`src/rtl/rlap_pkg.sv`:
```
// shared types, constants and stencil arithmetic for the rgb laplacian filter
`default_nettype none

package rlap_pkg;

    localparam int MAX_WIDTH  = 1024;
    localparam int COL_W      = $clog2(MAX_WIDTH);
    localparam int ROW_W      = 12;
    localparam int WIDTH_W    = 11;
    localparam int HEIGHT_W   = 12;
    localparam int CH_W       = 8;
    localparam int NUM_CH     = 3;
    localparam int PIX_W      = NUM_CH * CH_W;
    localparam int CFG_IDX_W  = 2;
    localparam int CFG_DATA_W = 12;
    localparam int NUM_SLOTS  = 4;
    localparam int SLOT_W     = $clog2(NUM_SLOTS);

    localparam logic [WIDTH_W-1:0]  WIDTH_RESET  = WIDTH_W'(512);
    localparam logic [HEIGHT_W-1:0] HEIGHT_RESET = HEIGHT_W'(512);
    localparam logic [WIDTH_W-1:0]  WIDTH_MIN    = WIDTH_W'(2);
    localparam logic [WIDTH_W-1:0]  WIDTH_MAX    = WIDTH_W'(MAX_WIDTH);
    localparam logic [HEIGHT_W-1:0] HEIGHT_MIN   = HEIGHT_W'(2);

    typedef enum logic [CFG_IDX_W-1:0] {
        REG_IMAGE_WIDTH  = 2'd0,
        REG_IMAGE_HEIGHT = 2'd1
    } cfg_reg_t;

    // result slots in output order for one input pixel
    typedef enum logic [SLOT_W-1:0] {
        SLOT_ABOVE_LEFT = 2'd0,
        SLOT_LAST_LEFT  = 2'd1,
        SLOT_ABOVE_EDGE = 2'd2,
        SLOT_CORNER     = 2'd3
    } slot_t;

    typedef logic [PIX_W-1:0] pixel_t;

    // window indexed [row][col], row 2 and col 2 are the newest
    typedef logic [2:0][2:0][PIX_W-1:0] window_t;

    typedef struct packed {
        pixel_t older;
        pixel_t newer;
    } line_pair_t;

    typedef struct packed {
        logic             en;
        logic [COL_W-1:0] addr;
        line_pair_t       data;
    } line_wr_t;

    typedef struct packed {
        logic [ROW_W-1:0] row;
        logic [COL_W-1:0] col;
        logic             last_row;
        logic             last_col;
    } pix_pos_t;

    typedef struct packed {
        pixel_t           chans;
        logic [ROW_W-1:0] row;
        logic [COL_W-1:0] col;
    } result_t;

    function automatic logic [CH_W-1:0] lap_chan(
        input logic [CH_W-1:0] ce,
        input logic [CH_W-1:0] up,
        input logic [CH_W-1:0] dn,
        input logic [CH_W-1:0] lf,
        input logic [CH_W-1:0] rt
    );
        logic [CH_W+1:0] nsum;
        logic [CH_W+1:0] four_ce;
        logic [CH_W+1:0] mag;
        nsum    = {2'b00, up} + {2'b00, dn} + {2'b00, lf} + {2'b00, rt};
        four_ce = {ce, 2'b00};
        mag     = (nsum >= four_ce) ? (nsum - four_ce) : (four_ce - nsum);
        // times 8 saturates once the magnitude reaches 32
        if (mag[CH_W+1:CH_W-3] != '0)
            return '1;
        else
            return {mag[CH_W-4:0], 3'b000};
    endfunction

    function automatic pixel_t lap_pixel(
        input pixel_t ce,
        input pixel_t up,
        input pixel_t dn,
        input pixel_t lf,
        input pixel_t rt
    );
        pixel_t q;
        q = '0;
        for (int k = 0; k < NUM_CH; k++)
        begin
            q[k*CH_W +: CH_W] = lap_chan(ce[k*CH_W +: CH_W], up[k*CH_W +: CH_W],
                                         dn[k*CH_W +: CH_W], lf[k*CH_W +: CH_W],
                                         rt[k*CH_W +: CH_W]);
        end
        return q;
    endfunction

endpackage

`default_nettype wire

```
`src/rtl/rlap_stencil.sv`:
```
// 4-neighbour stencil with reflect-101 borders, up to four results per pixel
`default_nettype none

module rlap_stencil import rlap_pkg::*; (
    input  window_t                      win,
    input  pix_pos_t                     pos,
    output result_t [NUM_SLOTS-1:0]      results,
    output logic    [NUM_SLOTS-1:0]      slot_valid
);

    logic             row_one;
    logic             col_one;
    logic             has_left;
    logic             has_above;
    logic [ROW_W-1:0] row_m1;
    logic [COL_W-1:0] col_m1;
    pixel_t           up_a;
    pixel_t           lf_a;
    pixel_t           lf_b;
    pixel_t           up_c;

    always_comb
    begin
        row_one   = (pos.row == ROW_W'(1));
        col_one   = (pos.col == COL_W'(1));
        has_left  = (pos.col != '0);
        has_above = (pos.row != '0);
        row_m1    = pos.row - ROW_W'(1);
        col_m1    = pos.col - COL_W'(1);

        // mirror the missing top / left neighbour onto the one below / right
        up_a = row_one ? win[2][1] : win[0][1];
        lf_a = col_one ? win[1][2] : win[1][0];
        lf_b = col_one ? win[2][2] : win[2][0];
        up_c = row_one ? win[2][2] : win[0][2];

        results[SLOT_ABOVE_LEFT].chans = lap_pixel(win[1][1], up_a, win[2][1], lf_a, win[1][2]);
        results[SLOT_ABOVE_LEFT].row   = row_m1;
        results[SLOT_ABOVE_LEFT].col   = col_m1;

        results[SLOT_LAST_LEFT].chans  = lap_pixel(win[2][1], win[1][1], win[1][1], lf_b,
                                                   win[2][2]);
        results[SLOT_LAST_LEFT].row    = pos.row;
        results[SLOT_LAST_LEFT].col    = col_m1;

        results[SLOT_ABOVE_EDGE].chans = lap_pixel(win[1][2], up_c, win[2][2], win[1][1],
                                                   win[1][1]);
        results[SLOT_ABOVE_EDGE].row   = row_m1;
        results[SLOT_ABOVE_EDGE].col   = pos.col;

        results[SLOT_CORNER].chans     = lap_pixel(win[2][2], win[1][2], win[1][2], win[2][1],
                                                   win[2][1]);
        results[SLOT_CORNER].row       = pos.row;
        results[SLOT_CORNER].col       = pos.col;

        slot_valid[SLOT_ABOVE_LEFT] = has_left && has_above;
        slot_valid[SLOT_LAST_LEFT]  = has_left && pos.last_row;
        slot_valid[SLOT_ABOVE_EDGE] = pos.last_col && has_above;
        slot_valid[SLOT_CORNER]     = pos.last_col && pos.last_row;
    end

endmodule

`default_nettype wire

```
`config.mk`:
```
export PLATFORM = sky130hd
export DESIGN_NAME = rlap_stencil
export DESIGN_NICKNAME = d
export VERILOG_FILES = /design/src/rtl/rlap_pkg.sv /design/src/rtl/rlap_stencil.sv
export SDC_FILE = /design/constraint.sdc
export NUM_CORES = 1
export LEC_CHECK = 0
export BUFFER_PORTS_ARGS = -buffer_cell sky130_fd_sc_hd__buf_2
export CAP_MARGIN = 5
export CORE_AREA = 2 2 189 191
export DETAILED_ROUTE_END_ITERATION = 12
export DIE_AREA = 0 0 191 193
export PLACE_DENSITY = 0.75
export SYNTH_ARGS = -nofsm -noshare
export SYNTH_HDL_FRONTEND = slang
export SYNTH_SLANG_ARGS = --single-unit
```
`constraint.sdc`:
```
create_clock -name vclk -period 7.5
set_input_delay 0.375 -clock vclk [all_inputs]
set_output_delay 0.375 -clock vclk [all_outputs]
set_load 0.05 [all_outputs]
```
==> flow_summary.json, run 1 <==
{
  "antenna_found_initial": 7,
  "syn_area_um2": 17300,
  "crit_type": "input pin to primary output",
  "outcome": "finished clean",
  "synth.distinct_cells": 84,
  "synth-seq-area-share_pct": 0,
  "synth_nets": 3018,
  "wirelength_mm": 54.4,
  "worst_slack_ns": 0.238,
  "grt_pass1_vias": 16300,
  "synth_top_cell_area_share_pct": 22.0,
  "cpMostUsedCell": "a21o_1",
  "yosys-top-cells-area": "ha_1 (22%), fa_1 (13%), inv_1 (8.1%)",
  "drc": 0,
  "finalSetupViolCount": 0,
  "synthTopCellsByCount": "inv_1 (374), ha_1 (303), a21oi_1 (219)",
  "final_max_slew_viol_count": 0,
  "hold_path.class": "input pin to primary output",
  "p_leak_nw": 10.2,
  "hold_viol_final": 0,
  "postCtsHoldBufs": 0,
  "rsz0062_at_grt": "true",
  "gp_congestion": 0.957,
  "min-delay-start": "pos[13]",
  "place_ws_ns": -0.0926,
  "drtIter0Drc": 1081,
  "num_vias": 17400,
  "powerDensity_nw_per_um2": 293,
  "die_w_um": 191,
  "tightest_slew_ns": 0.714,
  "finalPower_w": 0.00566,
  "gr-total-overflow": 0,
  "synthCells": 2361,
  "yosys_warnings": 0,
  "max_stage_delay_ns": 0.57,
  "grt_usage_pct": 27.9,
  "die_h_um": 193,
  "area_delta_synth_final_pct": 12.1,
  "synth_most_common_cell": "inv_1",
  "finalCritPeriodShare_pct": 96.8,
  "fin_crit_ns": 7.26,
  "ir_worst_vdd_mv": 0.247,
  "wl_per_cell_um": 17.6,
  "avgSynthCellArea_um2": 7.31,
  "grt_max_degree": 85,
  "crit_path_end_kind": "primary output",
  "grt_pass1_wl_mm": 82.6,
  "worstPathMaxFanout": 11,
  "finalCoreUtilization_pct": 55.3,
  "setup.worst_path.start": "pos[18]",
  "start_util_pct": 49.4,
  "drt_pre_antenna_iters": 5,
  "nFillCells": 3456,
  "numPortBuffers": 404,
  "avgViaCountPerCell": 5.63,
  "worstSetupStartpointType": "input pin",
  "synth_top_area_cell": "ha_1",
  "crit_slowest_cell": "or4_4",
  "arrival_ns": 6.89,
  "final-seq-area_um2": 0,
  "fin_nets": 3290,
  "fmax_mhz": 138,
  "die-area_um2": 36900,
  "hpwl_mm": 46.9,
  "cap_violations": 0,
  "nClkBuffers": 0,
  "drtAntennaViolNets": 0,
  "seq_cells": 0,
  "num_rows": 69,
  "multi_input_area_um2": 15000,
  "core_area_um2": 35000,
  "boundaryPins": 428,
  "layout-drive-gt1-share_pct": 19.0,
  "required_ns": 7.12,
  "slew_headroom_pct": 52.1
}
## cell type report
class	count	share of cell area [%]
Tap cell	461	2.98
Antenna cell	5	0.0647
Multi-Input combinational cell	1827	77.8
Timing Repair Buffer	430	11.9
Inverter	374	7.26
## worst paths after layout
kind / endpoint / cells after the start
setup / recovery: results[25] / 30
hold / removal: results[57] / 2
## timing repair
| item | in CTS | in global routing |
|---|---|---|
| pin swaps | 0 | 10 |
| buffers inserted | 0 | 8 |
| cloned | 0 | 1 |
| endpoints found under the setup margin | 8 | 40 |
| gates resized for setup | 2 | 79 |
## kinds of logic after synthesis
logic type,after synthesis,share of synthesized area [%]
AOI/OAI and AO/OA,687,25.4
and+or+nand+nor,525,14.9
xor gates and xnor gates,166,8.42
muxes,31,1.95
adders and majority gates,417,35.2
buffers and inverters,535,14.1
## layout by cell type, fill, tap and decap left out, drive strengths merged, types with 25 or more instances in the layout
cell type  Yosys  layout
a21o          74      74
ha           303     303
buf          118     428
o211ai        25      25
nor2         145     145
nand2        137     138
nor2b         36      36
inv          374     374
o21bai        34      34
xnor2         82      82
nand3         37      37
nor3          33      33
nand2b        36      36
fa           114     114
a21oi        223     223
o21ai        149     149
xor2          84      84
## through the flow
step / cell area, µm² / std cells / hold WS, ns / setup TNS (ns)
after floorplan: 17300 / 2361 / 0.917 / 0
after global placement: 19000 / 3083 / 1.07 / 0
after global routing: 19300 / 3095 / 1.09 / -0.714
final: 19300 / 3097 / 1.08 / 0
after detailed placement: 19000 / 3083 / 1.08 / -0.603
after CTS: 19000 / 3083 / 1.08 / 0
## where the power goes
group          switching (W)      internal, W        total (W)  leakage [nW]
Clock                      0  0.0000000000893  0.0000000000893     0.0000317
Combinational        0.00350          0.00216          0.00566          10.2
Sequential                 0                0                0             0
## worst max-delay path, delay by kind of cell
family / cells / cell delay, ns
compound gates: 10 / 1.93
buf+inv: 8 / 1.19
simple gates: 7 / 1.82
fa+ha+maj: 5 / 1.56
## routing by layer
metal / track usage (%) / vias up / wire, µm / part of all wire, %
met3: 2.57 / 149 / 2950 / 5.4
met2: 49.0 / 636 / 25800 / 47
met1: 34.6 / 8098 / 22700 / 42
li1: - / 8535 / - / -
met5: 0 / - / 24 / 0.044
met4: 12.8 / 4 / 3010 / 5.5
Power figures use the tool's default switching activity.
==> run 2, diff against run 1 <==
--- a/config.mk
+++ b/config.mk
@@ -5,12 +5,13 @@
 export SDC_FILE = /design/constraint.sdc
 export NUM_CORES = 1
 export LEC_CHECK = 0
+export ABC_AREA = 1
 export BUFFER_PORTS_ARGS = -buffer_cell sky130_fd_sc_hd__buf_2
 export CAP_MARGIN = 5
-export CORE_AREA = 2 2 189 191
+export CORE_AREA = 2 2 200 202
 export DETAILED_ROUTE_END_ITERATION = 12
-export DIE_AREA = 0 0 191 193
-export PLACE_DENSITY = 0.75
+export DIE_AREA = 0 0 202 204
+export PLACE_DENSITY_LB_ADDON = 0.25
 export SYNTH_ARGS = -nofsm -noshare
 export SYNTH_HDL_FRONTEND = slang
 export SYNTH_SLANG_ARGS = --single-unit
==> constraint.sdc (replaced) <==
create_clock -name vclk -period 8.9
set_input_delay 0.445 -clock vclk [all_inputs]
set_output_delay 0.445 -clock vclk [all_outputs]
set_load 0.05 [all_outputs]
==> flow_summary.json, run 2 <==
{
  "outcome": "finished clean",
  "ir_worst_vdd_mv": 0.128,
  "cpMostUsedCell": "nand2_1",
  "synth.distinct_cells": 39,
  "max_stage_delay_ns": 0.72,
  "fin_crit_ns": 7.21,
  "p_comb_share_pct": 100.0,
  "die_h_um": 204,
  "synthCells": 3272,
  "grt_pass1_vias": 19200,
  "final-seq-area_um2": 0,
  "synthSimpleGateAreaFrac_pct": 33.2,
  "post_cts_buffers": 0,
  "avgSynthCellArea_um2": 5.91,
  "worstPathMaxFanout": 50,
  "synth_xor_area_share_pct": 5.25,
  "pwr-share-seq_pct": 0,
  "hold_viol_final": 0,
  "nClkBuffers": 0,
  "finalPower_w": 0.00492,
  "drtIter0Drc": 1262,
  "nFillCells": 4259,
  "synth_nets": 3929,
  "numPortBuffers": 404,
  "finalSetupTns_ns": 0,
  "yosys.area_share.adder_pct": 31.4,
  "die_w_um": 202,
  "seq_cells": 0,
  "antenna_found_initial": 3,
  "worst_slack_ns": 1.69,
  "holdWs_ns": 1.22,
  "min-delay-start": "pos[3]",
  "worstSetupStartpointType": "input pin",
  "cts_resized": 0,
  "syn_area_um2": 19400,
  "cap_violations": 0,
  "slew_headroom_pct": 38.7,
  "tightest_slew_ns": 0.918,
  "grt_usage_pct": 27.6,
  "drt_pre_antenna_iters": 7,
  "synth_compound_area_share_pct": 11.6,
  "finalSetupViolCount": 0,
  "boundaryPins": 428,
  "wirelength_mm": 57.9,
  "crit_type": "input pin to primary output",
  "wl_per_cell_um": 14.2,
  "p_leak_nw": 12.8,
  "pwr-share-clk_pct": 0,
  "powerDensity_nw_per_um2": 233,
  "synth_top_family_by_area": "simple AND/OR/NAND/NOR gates",
  "synthTopCellsByCount": "nand2_1 (946), inv_1 (685), ha_1 (303)",
  "fin_nets": 4214,
  "gp_congestion": 0.964,
  "die-area_um2": 41200,
  "worstHoldEndpoint": "results[139]",
  "final_max_slew_viol_count": 0,
  "finalCritPeriodShare_pct": 81.0,
  "synth_most_common_cell": "nand2_1",
  "crit_path_end_kind": "primary output",
  "synth-seq-area-share_pct": 0,
  "gr-total-overflow": 0,
  "synth_top_cell_area_share_pct": 19.6,
  "num_rows": 73,
  "multi_input_area_um2": 15800,
  "start_util_pct": 49.4,
  "postCtsHoldBufs": 0,
  "arrival_ns": 6.76,
  "area_delta_synth_final_pct": 9.16,
  "avgViaCountPerCell": 5.00,
  "hold_path.class": "input pin to primary output",
  "fmax_mhz": 139,
  "muxShareOfSynthArea_pct": 0.175,
  "whs_path_depth": 2,
  "rsz0062_at_grt": "false",
  "internal_power_w": 0.00162,
  "synth_top_area_cell": "ha_1",
  "yosys-top-cells-area": "ha_1 (20%), nand2_1 (18%), inv_1 (13%)",
  "place_ws_ns": 1.64,
  "p_sw_w": 0.00329,
  "final_cell_mix": "nand2_1 (946), inv_1 (685), buf_2 (404)",
  "grt_pass1_wl_mm": 93.9,
  "num_vias": 20400,
  "drtAntennaViolNets": 0,
  "required_ns": 8.46,
  "core_area_um2": 39200,
  "drc": 0,
  "yosys_warnings": 0,
  "layout_commonest_cell": "nand2_1",
  "hpwl_mm": 51.5,
  "grt_max_degree": 51,
  "switching_share_pct": 67.0,
  "layout-drive-gt1-share_pct": 14.1,
  "crit_slowest_cell": "inv_2"
}
-- run 2: cell count changes in the layout (fill, tap and decap cells not counted), moves of 38 or more --
cell / delta
inv_1: +312
nand2_1: +813
nor2_1: +38
xnor2_1: -47
a21oi_1: -49
nand3_1: +200
nand2_2: +54
a21o_1: -71
-- run 2: per-stage QoR --
stage / utilization [%] / area, µm² / std cells
6_report: 53.9 / 21100 / 4082
5_1_grt: 53.9 / 21100 / 4082
4_1_cts: 53.9 / 21100 / 4080
3_5_place_dp: 53.9 / 21100 / 4080
3_3_place_gp: 53.9 / 21100 / 4080
2_1_floorplan: - / 19400 / 3272
-- run 2: cell type report --
class	instances	area share [%]
Antenna cell	2	0.0237
Inverter	697	12.4
Multi-Input combinational cell	2450	74.8
Tap cell	525	3.11
Timing Repair Buffer	408	9.71
-- run 2: cell families after synthesis --
family / after synthesis
simple gates: 1512
mux: 3
buf+inv: 822
compound gates: 402
fa+ha+maj: 417
xor+xnor: 116
-- run 2: worst max-delay path by stage --
stage,start,to,slack (ns),cells past startpoint
final,pos[21],results[31],1.69,32
after global routing,pos[21],results[32],1.00,32
after CTS,pos[21],results[31],1.66,32
after detailed placement,pos[21],results[31],1.64,32
after global placement,pos[21],results[30],1.73,32
after floorplan,pos[21],results[39],2.94,29
-- run 2: worst max-delay path, delay by kind of cell --
kind / cells / cell delay [ns]
XOR/XNOR: 1 / 0.27
AO/OA/AOI/OAI: 5 / 0.85
buffers and inverters: 8 / 2.04
adder cells (fa/ha/maj): 5 / 1.66
AND/OR/NAND/NOR: 13 / 1.44
-- run 2: layer usage --
layer	vias to the layer above	part of all wire [%]	global-route usage, %
li1	10700	-	-
met1	9119	46	37.7
met2	560	47	48.4
met3	58	5.6	1.51
met4	2	1.9	5.04
met5	-	0.022	0
-- run 2: power groups by stage --
stage          combinational [W]  sequential [W]        clock [W]
3_5_place_dp             0.00485               0                0
4_1_cts                  0.00488               0                0
2_1_floorplan            0.00395               0                0
3_3_place_gp             0.00483               0                0
5_1_grt                  0.00558               0  0.0000000000301
6_report                 0.00492               0  0.0000000000301
